**src/design/ostb_pkg.sv**
```systemverilog
// ostb_pkg: shared types and codes for the one-shot soft timer bank.
// Used by ostb_ctrl, ostb_dpath and one_shot_soft_timer_bank.
// No dependencies.
package ostb_pkg;

   // Request opcodes
   typedef enum logic [2:0] {
      OP_TICK    = 3'd0,
      OP_CREATE  = 3'd1,
      OP_CONTROL = 3'd2,
      OP_DELETE  = 3'd3,
      OP_RESET   = 3'd4
   } op_type;

   // Result kinds
   localparam logic KIND_STATUS = 1'b0;
   localparam logic KIND_EXPIRY = 1'b1;

   // Timer count saturates here
   localparam logic [15:0] COUNT_MAX = 16'hFFFF;

   // Timers addressable by a 3-bit id
   localparam int MAX_SLOTS = 8;

   // Controller to datapath commands
   typedef struct packed {
      logic load;    // capture request fields
      logic exec;    // run the captured command on its timer
      logic scan;    // tick one timer at the scan index
      logic flush;   // send the held expiry as the last result
   } dp_cmd_type;

endpackage

```
**src/design/ostb_ctrl.sv**
```systemverilog
// ostb_ctrl: sequencer for the timer bank. Accepts requests, runs the tick
// scan over all timer slots and steps the datapath. Depends on ostb_pkg.
module ostb_ctrl #(
   parameter int NUM_SLOTS = 8,
   parameter int SLOT_W    = 3
) (
   input  logic                clock,
   input  logic                reset,
   input  logic                start,
   input  logic [2:0]          op,
   output logic                busy,
   output ostb_pkg::dp_cmd_type cmd,
   output logic [SLOT_W-1:0]   scan_idx
);
   import ostb_pkg::*;

   typedef enum logic [1:0] {
      ST_IDLE,
      ST_EXEC,
      ST_SCAN,
      ST_FLUSH
   } state_type;

   localparam logic [SLOT_W-1:0] LAST_IDX = SLOT_W'(NUM_SLOTS - 1);

   state_type         state_ff, state_in;
   logic [SLOT_W-1:0] idx_ff, idx_in;
   logic              busy_ff;
   logic              accept;

   assign accept = start && !busy_ff;

   // Next state and scan index
   always_comb begin
      state_in = state_ff;
      idx_in   = idx_ff;
      case (state_ff)
         ST_IDLE: begin
            if (accept) begin
               idx_in = '0;
               if (op == OP_TICK) begin
                  state_in = ST_SCAN;
               end else begin
                  state_in = ST_EXEC;
               end
            end
         end
         ST_EXEC: begin
            state_in = ST_IDLE;
         end
         ST_SCAN: begin
            if (idx_ff == LAST_IDX) begin
               state_in = ST_FLUSH;
            end else begin
               idx_in = idx_ff + 1'b1;
            end
         end
         ST_FLUSH: begin
            state_in = ST_IDLE;
         end
         default: begin
            state_in = ST_IDLE;
         end
      endcase
   end

   // State, index and registered busy
   always_ff @(posedge clock) begin
      if (reset) begin
         state_ff <= ST_IDLE;
         idx_ff   <= '0;
         busy_ff  <= 1'b0;
      end else begin
         state_ff <= state_in;
         idx_ff   <= idx_in;
         busy_ff  <= (state_in != ST_IDLE);
      end
   end

   assign busy      = busy_ff;
   assign scan_idx  = idx_ff;
   assign cmd.load  = accept;
   assign cmd.exec  = (state_ff == ST_EXEC);
   assign cmd.scan  = (state_ff == ST_SCAN);
   assign cmd.flush = (state_ff == ST_FLUSH);

endmodule

```
**src/design/ostb_dpath.sv**
```systemverilog
// ostb_dpath: timer state (flags, counts, periods), command execution,
// tick update and result registers. Depends on ostb_pkg.
module ostb_dpath #(
   parameter int NUM_SLOTS = 8,
   parameter int SLOT_W    = 3
) (
   input  logic                clock,
   input  logic                reset,
   input  ostb_pkg::dp_cmd_type cmd,
   input  logic [SLOT_W-1:0]   scan_idx,
   input  logic [2:0]          req_op,
   input  logic [2:0]          req_timer_id,
   input  logic [15:0]         req_period_ticks,
   input  logic                req_run,
   input  logic                req_handler_present,
   output logic                rsp_strobe,
   output logic                rsp_kind,
   output logic [2:0]          rsp_event_timer,
   output logic                rsp_success,
   output logic                rsp_last
);
   import ostb_pkg::*;

   // Captured request
   logic [2:0]  op_ff;
   logic [2:0]  tid_ff;
   logic [15:0] per_ff;
   logic        run_ff;
   logic        hnd_ff;

   // Timer state
   logic [NUM_SLOTS-1:0] exists_ff, exists_in;
   logic [NUM_SLOTS-1:0] runf_ff, runf_in;
   logic [15:0]          cnt_ff [NUM_SLOTS];
   logic [15:0]          cnt_in [NUM_SLOTS];
   logic [15:0]          prd_ff [NUM_SLOTS];
   logic [15:0]          prd_in [NUM_SLOTS];

   // Held expiry, sent once the next one or the scan end is known
   logic       pend_vld_ff, pend_vld_in;
   logic [2:0] pend_id_ff, pend_id_in;

   // Result registers
   logic       rsp_vld_ff, rsp_vld_in;
   logic       kind_ff, kind_in;
   logic [2:0] tmr_ff, tmr_in;
   logic       ok_ff, ok_in;
   logic       last_ff, last_in;

   // Shared access index: scan slot or command slot
   logic              in_range;
   logic [SLOT_W-1:0] acc_idx;
   logic              sel_ex;
   logic              sel_rn;
   logic [15:0]       sel_cnt;
   logic [15:0]       sel_prd;
   logic [15:0]       cnt_inc;
   logic              expire;

   assign in_range = (32'(tid_ff) < NUM_SLOTS);
   assign acc_idx  = cmd.scan ? scan_idx :
                     (in_range ? tid_ff[SLOT_W-1:0] : '0);
   assign sel_ex   = exists_ff[acc_idx];
   assign sel_rn   = runf_ff[acc_idx];
   assign sel_cnt  = cnt_ff[acc_idx];
   assign sel_prd  = prd_ff[acc_idx];
   assign cnt_inc  = (sel_cnt != COUNT_MAX) ? sel_cnt + 16'd1 : sel_cnt;
   assign expire   = sel_ex && sel_rn && (cnt_inc >= sel_prd);

   // Request capture
   always_ff @(posedge clock) begin
      if (cmd.load) begin
         op_ff  <= req_op;
         tid_ff <= req_timer_id;
         per_ff <= req_period_ticks;
         run_ff <= req_run;
         hnd_ff <= req_handler_present;
      end
   end

   // Next timer state and results
   always_comb begin
      exists_in   = exists_ff;
      runf_in     = runf_ff;
      cnt_in      = cnt_ff;
      prd_in      = prd_ff;
      pend_vld_in = pend_vld_ff;
      pend_id_in  = pend_id_ff;
      rsp_vld_in  = 1'b0;
      kind_in     = kind_ff;
      tmr_in      = tmr_ff;
      ok_in       = ok_ff;
      last_in     = last_ff;

      if (cmd.scan) begin
         // Tick one timer
         if (sel_ex && sel_rn) begin
            cnt_in[acc_idx] = cnt_inc;
         end
         if (expire) begin
            runf_in[acc_idx] = 1'b0;
            if (pend_vld_ff) begin
               rsp_vld_in = 1'b1;
               kind_in    = KIND_EXPIRY;
               tmr_in     = pend_id_ff;
               ok_in      = 1'b1;
               last_in    = 1'b0;
            end
            pend_vld_in = 1'b1;
            pend_id_in  = 3'(acc_idx);
         end
      end else if (cmd.flush) begin
         // Last expiry of this tick, if any
         rsp_vld_in  = pend_vld_ff;
         kind_in     = KIND_EXPIRY;
         tmr_in      = pend_id_ff;
         ok_in       = 1'b1;
         last_in     = 1'b1;
         pend_vld_in = 1'b0;
      end else if (cmd.exec) begin
         // Single-timer command with status
         rsp_vld_in = 1'b1;
         kind_in    = KIND_STATUS;
         tmr_in     = tid_ff;
         last_in    = 1'b1;
         ok_in      = 1'b0;
         case (op_ff)
            OP_CREATE: begin
               if (in_range) begin
                  exists_in[acc_idx] = hnd_ff;
                  runf_in[acc_idx]   = run_ff;
                  cnt_in[acc_idx]    = '0;
                  prd_in[acc_idx]    = per_ff;
                  ok_in              = 1'b1;
               end
            end
            OP_CONTROL: begin
               if (in_range && sel_ex) begin
                  runf_in[acc_idx] = run_ff;
                  ok_in            = 1'b1;
               end
            end
            OP_DELETE: begin
               if (in_range && sel_ex) begin
                  exists_in[acc_idx] = 1'b0;
                  runf_in[acc_idx]   = 1'b0;
                  cnt_in[acc_idx]    = '0;
                  ok_in              = 1'b1;
               end
            end
            OP_RESET: begin
               if (in_range && sel_ex) begin
                  runf_in[acc_idx] = run_ff;
                  cnt_in[acc_idx]  = '0;
                  ok_in            = 1'b1;
               end
            end
            default: begin
               ok_in = 1'b0;
            end
         endcase
      end
   end

   // Flags and strobes; counts and periods are only read after a create
   always_ff @(posedge clock) begin
      if (reset) begin
         exists_ff   <= '0;
         runf_ff     <= '0;
         pend_vld_ff <= 1'b0;
         rsp_vld_ff  <= 1'b0;
      end else begin
         exists_ff   <= exists_in;
         runf_ff     <= runf_in;
         pend_vld_ff <= pend_vld_in;
         rsp_vld_ff  <= rsp_vld_in;
      end
   end

   always_ff @(posedge clock) begin
      cnt_ff     <= cnt_in;
      prd_ff     <= prd_in;
      pend_id_ff <= pend_id_in;
      kind_ff    <= kind_in;
      tmr_ff     <= tmr_in;
      ok_ff      <= ok_in;
      last_ff    <= last_in;
   end

   assign rsp_strobe      = rsp_vld_ff;
   assign rsp_kind        = kind_ff;
   assign rsp_event_timer = tmr_ff;
   assign rsp_success     = ok_ff;
   assign rsp_last        = last_ff;

endmodule

```
**src/design/one_shot_soft_timer_bank.sv**
```systemverilog
// one_shot_soft_timer_bank: bank of one-shot software timers.
// Usage:
//   Requests: drive req_* and raise start; a request transfers at a rising
//   edge where start is high and busy is low.
//   Results: each result shows on rsp_* for one cycle with rsp_strobe high
//   and transfers at the end of that cycle; the receiver cannot stall them.
//   Commands (create, control, delete, reset, unknown op) give one status
//   result, strobed after the command runs in the exec state and the result
//   is registered; busy is high for one cycle while it runs, so no new
//   request is taken before then. A tick scans the timer slots one per
//   cycle, min(NUM_TIMERS, 8) of them, then sends the final expiry in a
//   flush step; busy stays high throughout, so no request is taken meanwhile.
//   Expiries come out in timer order, one per cycle at most. Each one is held
//   until the next expiring slot is scanned or the flush step after the scan,
//   and is then registered onto rsp_*; rsp_last marks the final one.
//   A tick that expires nothing gives no result.
//   Timers above index 7 cannot be addressed and hold no state.
//   Reset: synchronous, clears all exists and run flags and any pending
//   result; the block is ready in the cycle after reset.
// Depends on ostb_pkg, ostb_ctrl, ostb_dpath.
module one_shot_soft_timer_bank #(
   parameter int NUM_TIMERS = 8
) (
   input  logic        clock,
   input  logic        reset,
   input  logic        start,
   output logic        busy,
   input  logic [2:0]  req_op,
   input  logic [2:0]  req_timer_id,
   input  logic [15:0] req_period_ticks,
   input  logic        req_run,
   input  logic        req_handler_present,
   output logic        rsp_strobe,
   output logic        rsp_kind,
   output logic [2:0]  rsp_event_timer,
   output logic        rsp_success,
   output logic        rsp_last
);
   import ostb_pkg::*;

   localparam int NUM_SLOTS = (NUM_TIMERS < MAX_SLOTS) ? NUM_TIMERS : MAX_SLOTS;
   localparam int SLOT_W    = (NUM_SLOTS > 1) ? $clog2(NUM_SLOTS) : 1;

   dp_cmd_type        cmd;
   logic [SLOT_W-1:0] scan_idx;

   ostb_ctrl #(
      .NUM_SLOTS (NUM_SLOTS),
      .SLOT_W    (SLOT_W)
   ) u_ctrl (
      .clock    (clock),
      .reset    (reset),
      .start    (start),
      .op       (req_op),
      .busy     (busy),
      .cmd      (cmd),
      .scan_idx (scan_idx)
   );

   ostb_dpath #(
      .NUM_SLOTS (NUM_SLOTS),
      .SLOT_W    (SLOT_W)
   ) u_dpath (
      .clock               (clock),
      .reset               (reset),
      .cmd                 (cmd),
      .scan_idx            (scan_idx),
      .req_op              (req_op),
      .req_timer_id        (req_timer_id),
      .req_period_ticks    (req_period_ticks),
      .req_run             (req_run),
      .req_handler_present (req_handler_present),
      .rsp_strobe          (rsp_strobe),
      .rsp_kind            (rsp_kind),
      .rsp_event_timer     (rsp_event_timer),
      .rsp_success         (rsp_success),
      .rsp_last            (rsp_last)
   );

endmodule
```
**config.mk**
```make
export PLATFORM = sky130hd
export DESIGN_NAME = one_shot_soft_timer_bank
export DESIGN_NICKNAME = d
export VERILOG_FILES = /design/src/design/ostb_pkg.sv /design/src/design/ostb_ctrl.sv /design/src/design/ostb_dpath.sv /design/src/design/one_shot_soft_timer_bank.sv
export SDC_FILE = /design/constraint.sdc
export NUM_CORES = 1
export LEC_CHECK = 0
export ABC_AREA = 1
export BUFFER_PORTS_ARGS = -buffer_cell sky130_fd_sc_hd__buf_2
export CAP_MARGIN = 20
export CORE_UTILIZATION = 25
export CTS_BUF_LIST = sky130_fd_sc_hd__clkbuf_16
export DETAILED_ROUTE_END_ITERATION = 8
export PLACE_DENSITY = 0.46
export SLEW_MARGIN = 40
export SYNTH_ARGS = -nofsm -noshare
export SYNTH_HDL_FRONTEND = slang
export SYNTH_SLANG_ARGS = --single-unit
```
**constraint.sdc**
```tcl
create_clock -name clock -period 10.5 [get_ports clock]
set_input_delay 1.575 -clock clock [delete_from_list [all_inputs] [get_ports clock]]
set_output_delay 1.575 -clock clock [all_outputs]
set_load 0.05 [all_outputs]
```
======== Word-level counts from Yosys, hierarchy flattened ========
Index checks and enable logic that the tools add are counted.
operators by class
  reduce and logical (&&, ||, !) cells .... 28
  magnitude comparators ................... 5
  bitwise operators ....................... 8
  mux-type cells .......................... 70
  add/sub/neg operators ................... 2
  equal/unequal tests ..................... 19
operator list
  operator                                                                 number
  128-bit 2-to-1 mux                                                       5
  128-bit bitwise mux                                                      2
  128-bit one-hot mux with 2 select lines                                  1
  128-bit bitwise AND                                                      1
  128-bit NOT                                                              1
  16-bit binary-select mux with 3-bit select                               2
  16-bit 2-to-1 mux                                                        6
  8-bit 2-to-1 mux                                                         7
  16-bit demux with 3-bit select                                           1
  1-bit 2-to-1 mux                                                         25
  3-bit 2-to-1 mux                                                         8
  8-bit one-hot mux with 3 select lines                                    1
  16-bit by 1-bit adder with 16-bit output, second input constant          1
  8-bit bitwise AND                                                        2
  8-bit bitwise mux                                                        2
  16-bit greater-or-equal comparator                                       1
  16-bit inequality test, second input constant                            1
  8-bit one-hot mux with 2 select lines                                    1
  5-bit AND reduction                                                      2
  2-bit nonzero test                                                       5
  3-bit by 1-bit inequality test with 1-bit output, second input constant  3
  2-bit inequality test, second input constant                             4
  8-bit NOT                                                                1
  1-bit binary-select mux with 3-bit select                                2
  30 further kinds                                                         47
storage, ports and cells
  bits in registers ....................... 313
  output and inout bits ................... 8

======== Depth between registers and ports, before layout ========
  depth in word-level cells ............... 14
  mapped depth ............................ 37

======== By module ========
From an unflattened synthesis, not the netlist that was laid out.
unflattened totals
  cell total of the unflattened synthesis .. 1709
  area, all modules ....................... 15566.2 um^2
by module, submodules not included
  module      cells each  area an instance (um^2)  sequential area each (um^2)  instances
  ostb_dpath  1659        15234.6                  9038.7                       1
  ostb_ctrl   50          331.6                    120.1                        1

======== Worst setup path before layout ========
Ideal clock, no wire load.
  path type ............................... reg-to-reg
  start ................................... register u_ctrl.state_ff[0]
  end ..................................... register u_dpath.tmr_ff[0], in the netlist u_dpath.rsp_event_timer[0] (enable)
  setup time .............................. 0.363 ns
  cell stages (with the launch flop) ...... 32
  data arrival time ....................... 3.933 ns
  buffers on the path ..................... 3
  data required time ...................... 10.137 ns
  slack ................................... 6.204 ns
  cells stage by stage .................... dfxtp_1 -> inv_1 -> ha_1 -> buf_6 -> inv_4 -> nand2_8 -> nand2_8 -> buf_2 -> nand2_1 -> o21ai_1 -> nand2_1 -> nand2_1 -> nand2_1 -> nand2_1 -> inv_2 -> ha_1 -> inv_1 -> nor2_2 -> nand2_2 -> inv_2 -> nand2_2 -> buf_6 -> nand3_4 -> ha_1 -> nand2_1 -> inv_1 -> nand3_1 -> nor3_1 -> nand3_1 -> nand3_1 -> nand3b_1 -> a21oi_1
RTL lines
  element                 line               text
  start, declared         ostb_ctrl.sv:26    state_type state_ff, state_in;
  start signal, assigned  ostb_ctrl.sv:74    state_ff <= state_in;
  end signal, assigned    ostb_dpath.sv:185  tmr_ff <= tmr_in;
  end, declared           ostb_dpath.sv:46   logic [2:0] tmr_ff, tmr_in;

==> metrics.txt <==
# TYPE chip_impl_metric gauge
chip_impl_metric{name="yosysSeqAreaShare",unit="%"} 58.6
chip_impl_metric{name="cts_hold_buf",unit=""} 0
chip_impl_metric{name="path_max_fanout",unit=""} 91
chip_impl_metric{name="drt_first_pass_iters",unit=""} 8
chip_impl_metric{name="die_h",unit="um"} 252
chip_impl_metric{name="clk_pin_slew",unit="ns"} 0.06
chip_impl_metric{name="insertion_delay",unit="ns"} 0.57
chip_impl_metric{name="max-cap-violations",unit=""} 0
chip_impl_metric{name="synth.lib_cells_used.distinct",unit=""} 45
chip_impl_metric{name="finalClockSkew",unit="ns"} 0.0246
chip_impl_metric{name="placement_rows",unit=""} 91
chip_impl_metric{name="core-area",unit="mm^2"} 0.0617
chip_impl_metric{name="max_freq",unit="MHz"} 155
chip_impl_metric{name="postSynthAreaPerCell",unit="um^2"} 9.51
chip_impl_metric{name="placed_cells",unit=""} 2458
chip_impl_metric{name="worst-slew-pin-transition",unit="ns"} 0.806
chip_impl_metric{name="peakVddDrop",unit="mV"} 0.0938
chip_impl_info{name="cts_root_buf",value="sky130_fd_sc_hd__clkbuf_16"} 1
chip_impl_metric{name="post_cts_repair_resize_count",unit=""} 0
chip_impl_metric{name="ios",unit=""} 35
chip_impl_metric{name="design.die.area",unit="mm^2"} 0.0636
chip_impl_metric{name="route.antenna.remaining_nets",unit=""} 0
chip_impl_metric{name="mappedNetlistNets",unit=""} 1695
chip_impl_info{name="criticalPathCategory",value="reg -> reg"} 1
chip_impl_metric{name="syn-instance-count",unit=""} 1644
chip_impl_metric{name="detailed_place.area",unit="mm^2"} 0.0167
chip_impl_metric{name="grt_pass1_vias",unit=""} 11605
chip_impl_info{name="mostFrequentLayoutCells",value="sky130_fd_sc_hd__nand2_1, sky130_fd_sc_hd__edfxtp_1, sky130_fd_sc_hd__nand3_1, sky130_fd_sc_hd__inv_1, sky130_fd_sc_hd__nor2_1"} 1
chip_impl_metric{name="post-place-ws",unit="ns"} 4.11
chip_impl_metric{name="iter_0_drt_violations",unit=""} 1165
chip_impl_metric{name="finalSetupTns",unit="ns"} 0
chip_impl_metric{name="finalCriticalPeriod",unit="ns"} 6.46
chip_impl_info{name="synth_flop_cell",value="sky130_fd_sc_hd__edfxtp_1"} 1
chip_impl_metric{name="max-slew-margin-rel",unit="%"} 46.2
chip_impl_metric{name="grt_remaining_overflow",unit=""} 0
chip_impl_metric{name="synth_enable_flop_cells",unit=""} 289
chip_impl_metric{name="route.vias.total",unit=""} 12119
chip_impl_metric{name="post_synthesis_to_final_layout_area_growth",unit="%"} 14.7
chip_impl_metric{name="cts_setup_buffers",unit=""} 0
chip_impl_metric{name="insertedDiodeCount",unit=""} 0
chip_impl_metric{name="p_leak",unit="nW"} 7.14
chip_impl_metric{name="timing.critical_path.arrival",unit="ns"} 6.97
chip_impl_metric{name="finalInstanceArea",unit="mm^2"} 0.0179
chip_impl_metric{name="report.final.hold_viol_count",unit=""} 0
chip_impl_metric{name="number_of_antenna_violations_at_the_first_check_in_global_routing",unit=""} 0
chip_impl_metric{name="num-fill-cells",unit=""} 6520
chip_impl_metric{name="port-buffer-count",unit=""} 34
chip_impl_info{name="cts_tree",value="built"} 1
chip_impl_metric{name="routed_wirelength",unit="mm"} 49.2
chip_impl_metric{name="place.detailed.hpwl",unit="mm"} 30.5
chip_impl_metric{name="initial_cell_density_of_the_core",unit="%"} 25.3
chip_impl_metric{name="hold_ws",unit="ns"} 0.492
chip_impl_metric{name="cts_buffer_depth",unit=""} 3
chip_impl_metric{name="grt_pass1_wl",unit="mm"} 73.4
chip_impl_metric{name="vias_per_cell",unit=""} 4.80
chip_impl_metric{name="cp_data_required_time",unit="ns"} 11.00
chip_impl_metric{name="tritoncts.num_buffers",unit=""} 37
chip_impl_info{name="layout.cells.most_common",value="sky130_fd_sc_hd__nand2_1"} 1
chip_impl_metric{name="die_w",unit="um"} 252
chip_impl_info{name="run_status",value="complete, no violations"} 1
chip_impl_metric{name="final_layout_size_suffix_gt1_share",unit="%"} 10.9
chip_impl_metric{name="timing.final.ws_setup",unit="ns"} 4.04
chip_impl_info{name="setup.worst_path.end_class",value="flop"} 1
chip_impl_metric{name="flip_flop_and_latch_count_after_synthesis",unit=""} 313
chip_impl_info{name="worst_hold_path_type",value="reg -> reg"} 1
chip_impl_metric{name="maximum_number_of_pins_on_one_net_before_global_route_repair",unit=""} 92
chip_impl_metric{name="htree_num_levels",unit=""} 2
chip_impl_metric{name="timing.critical_path.slowest_cell_delay",unit="ns"} 0.56
chip_impl_info{name="setup_repair_after_global_routing_missed_its_margin",value="no"} 1
chip_impl_metric{name="clkSinkCount",unit=""} 313
chip_impl_metric{name="timing.final.setup_violations",unit=""} 0
chip_impl_metric{name="power.density_cell_area",unit="mW/mm^2"} 183
chip_impl_metric{name="final-instance-count-excl-fill",unit=""} 2526
chip_impl_metric{name="slew_viol_final",unit=""} 0
chip_impl_metric{name="drcViolationCount",unit=""} 0
chip_impl_metric{name="gp_routability_congestion",unit=""} 0.884
chip_impl_metric{name="routed_wire_length_per_instance",unit="um"} 19.5
chip_impl_info{name="worst_path_slowest_cell",value="sky130_fd_sc_hd__o21ai_2"} 1
chip_impl_info{name="critical_path.most_common_cell",value="sky130_fd_sc_hd__nand2_1"} 1
chip_impl_metric{name="setup.reg_to_reg.worst_slack",unit="ns"} 4.04
chip_impl_info{name="critPathLaunchType",value="flop"} 1
chip_impl_metric{name="grtUsageTotal",unit="%"} 15.3
chip_impl_metric{name="syn-cell-area",unit="mm^2"} 0.0156
chip_impl_metric{name="final_net_count",unit=""} 1711
chip_impl_metric{name="synthArstFlopShare",unit="%"} 0
chip_impl_metric{name="final.period_utilization",unit="%"} 61.6
chip_impl_metric{name="synthesis.yosys.warnings",unit=""} 0
==> path summary, 6_finish.rpt <==
check,startpoint,end,cells after the start
setup / recovery,u_ctrl.state_ff[1],u_dpath.runf_ff[7],28
hold reg to reg,u_dpath.pend_vld_ff,u_dpath.rsp_strobe,2
setup reg to reg,u_ctrl.state_ff[1],u_dpath.runf_ff[7],28
hold / removal,u_dpath.pend_vld_ff,u_dpath.rsp_strobe,2
==> synth_stat cells (8+ instances only) <==
cell type,count,area [um^2]
sky130_fd_sc_hd__a21oi_1,61,305
sky130_fd_sc_hd__a221oi_1,13,114
sky130_fd_sc_hd__a22o_1,11,96.3
sky130_fd_sc_hd__a22oi_1,24,180
sky130_fd_sc_hd__buf_1,9,33.8
sky130_fd_sc_hd__buf_2,18,90.1
sky130_fd_sc_hd__buf_6,8,90.1
sky130_fd_sc_hd__clkbuf_1,49,184
sky130_fd_sc_hd__dfxtp_1,24,480
sky130_fd_sc_hd__edfxtp_1,289,8680
sky130_fd_sc_hd__ha_1,24,300
sky130_fd_sc_hd__inv_1,126,473
sky130_fd_sc_hd__nand2_1,462,1730
sky130_fd_sc_hd__nand2_2,8,50.1
sky130_fd_sc_hd__nand2_4,12,135
sky130_fd_sc_hd__nand3_1,240,1200
sky130_fd_sc_hd__nand3b_1,27,203
sky130_fd_sc_hd__nand4_1,37,231
sky130_fd_sc_hd__nor2_1,84,315
sky130_fd_sc_hd__nor2_2,14,87.6
sky130_fd_sc_hd__nor3_1,13,65.1
sky130_fd_sc_hd__o21ai_0,30,150
sky130_fd_sc_hd__o21ai_1,11,55.1
==> report_power, final <==
part	internal, mW	switching (mW)
registers	1.42	0.0286
clock network	0.747	0.551
logic	0.144	0.383
==> registers in the layout (all words and copies together) (netlist names), 2 cells and up <==
register / count
u_ctrl.scan_idx: 3
u_ctrl.state_ff: 2
u_dpath.cnt_ff: 128
u_dpath.exists_ff: 8
u_dpath.op_ff: 3
u_dpath.pend_id_ff: 3
u_dpath.per_ff: 16
u_dpath.prd_ff: 128
u_dpath.rsp_event_timer: 3
u_dpath.runf_ff: 8
u_dpath.tid_ff: 3
==> cells by family (layout without fill, tap and decap cells) <==
logic type	Yosys count	in the layout	synth area share [%]
AOI/OAI and AO/OA	165	165	6.48
xor gates and xnor gates	7	7	0.392
adders and majority gates	24	24	1.92
buffers and inverters	226	271	6.06
DFF	313	313	58.6
and+or+nand+nor	909	909	26.6
==> routing by layer <==
metal	vias up	part of all wire [%]	GRT usage, %
li1	5720	-	-
met1	5960	46	20.8
met2	365	47	24.8
met3	74	5.0	2.17
met4	0	2.5	5.09
met5	-	0	0
==> metrics by stage <==
stage	power [mW]	util [%]
2_1_floorplan	1.81	-
3_3_place_gp	1.99	27.1
3_5_place_dp	2.00	27.1
4_1_cts	3.30	29.1
5_1_grt	3.40	29.1
6_report	3.28	29.1
==> critical path, delay by kind of cell, from the launching register on <==
| kind | cells | cell delay [ns] |
|---|---|---|
| AOI/OAI and AO/OA | 3 | 0.85 |
| and+or+nand+nor | 19 | 3.38 |
| buffers and inverters | 4 | 0.90 |
| adders and majority gates | 2 | 0.76 |
| DFF | 1 | 0.47 |
==> area by class of cell <==
| class | count | area [um^2] | area share [%] |
|---|---|---|---|
| inverters | 138 | 520 | 2.90 |
| repair buffers | 65 | 418 | 2.33 |
| multi-input cells | 1105 | 5610 | 31.2 |
| clock buffers | 37 | 926 | 5.16 |
| clock inverters | 31 | 269 | 1.50 |
| flip-flops and latches | 313 | 9160 | 51.0 |
| well taps | 837 | 1050 | 5.84 |
(Power assumes the default switching activity.)
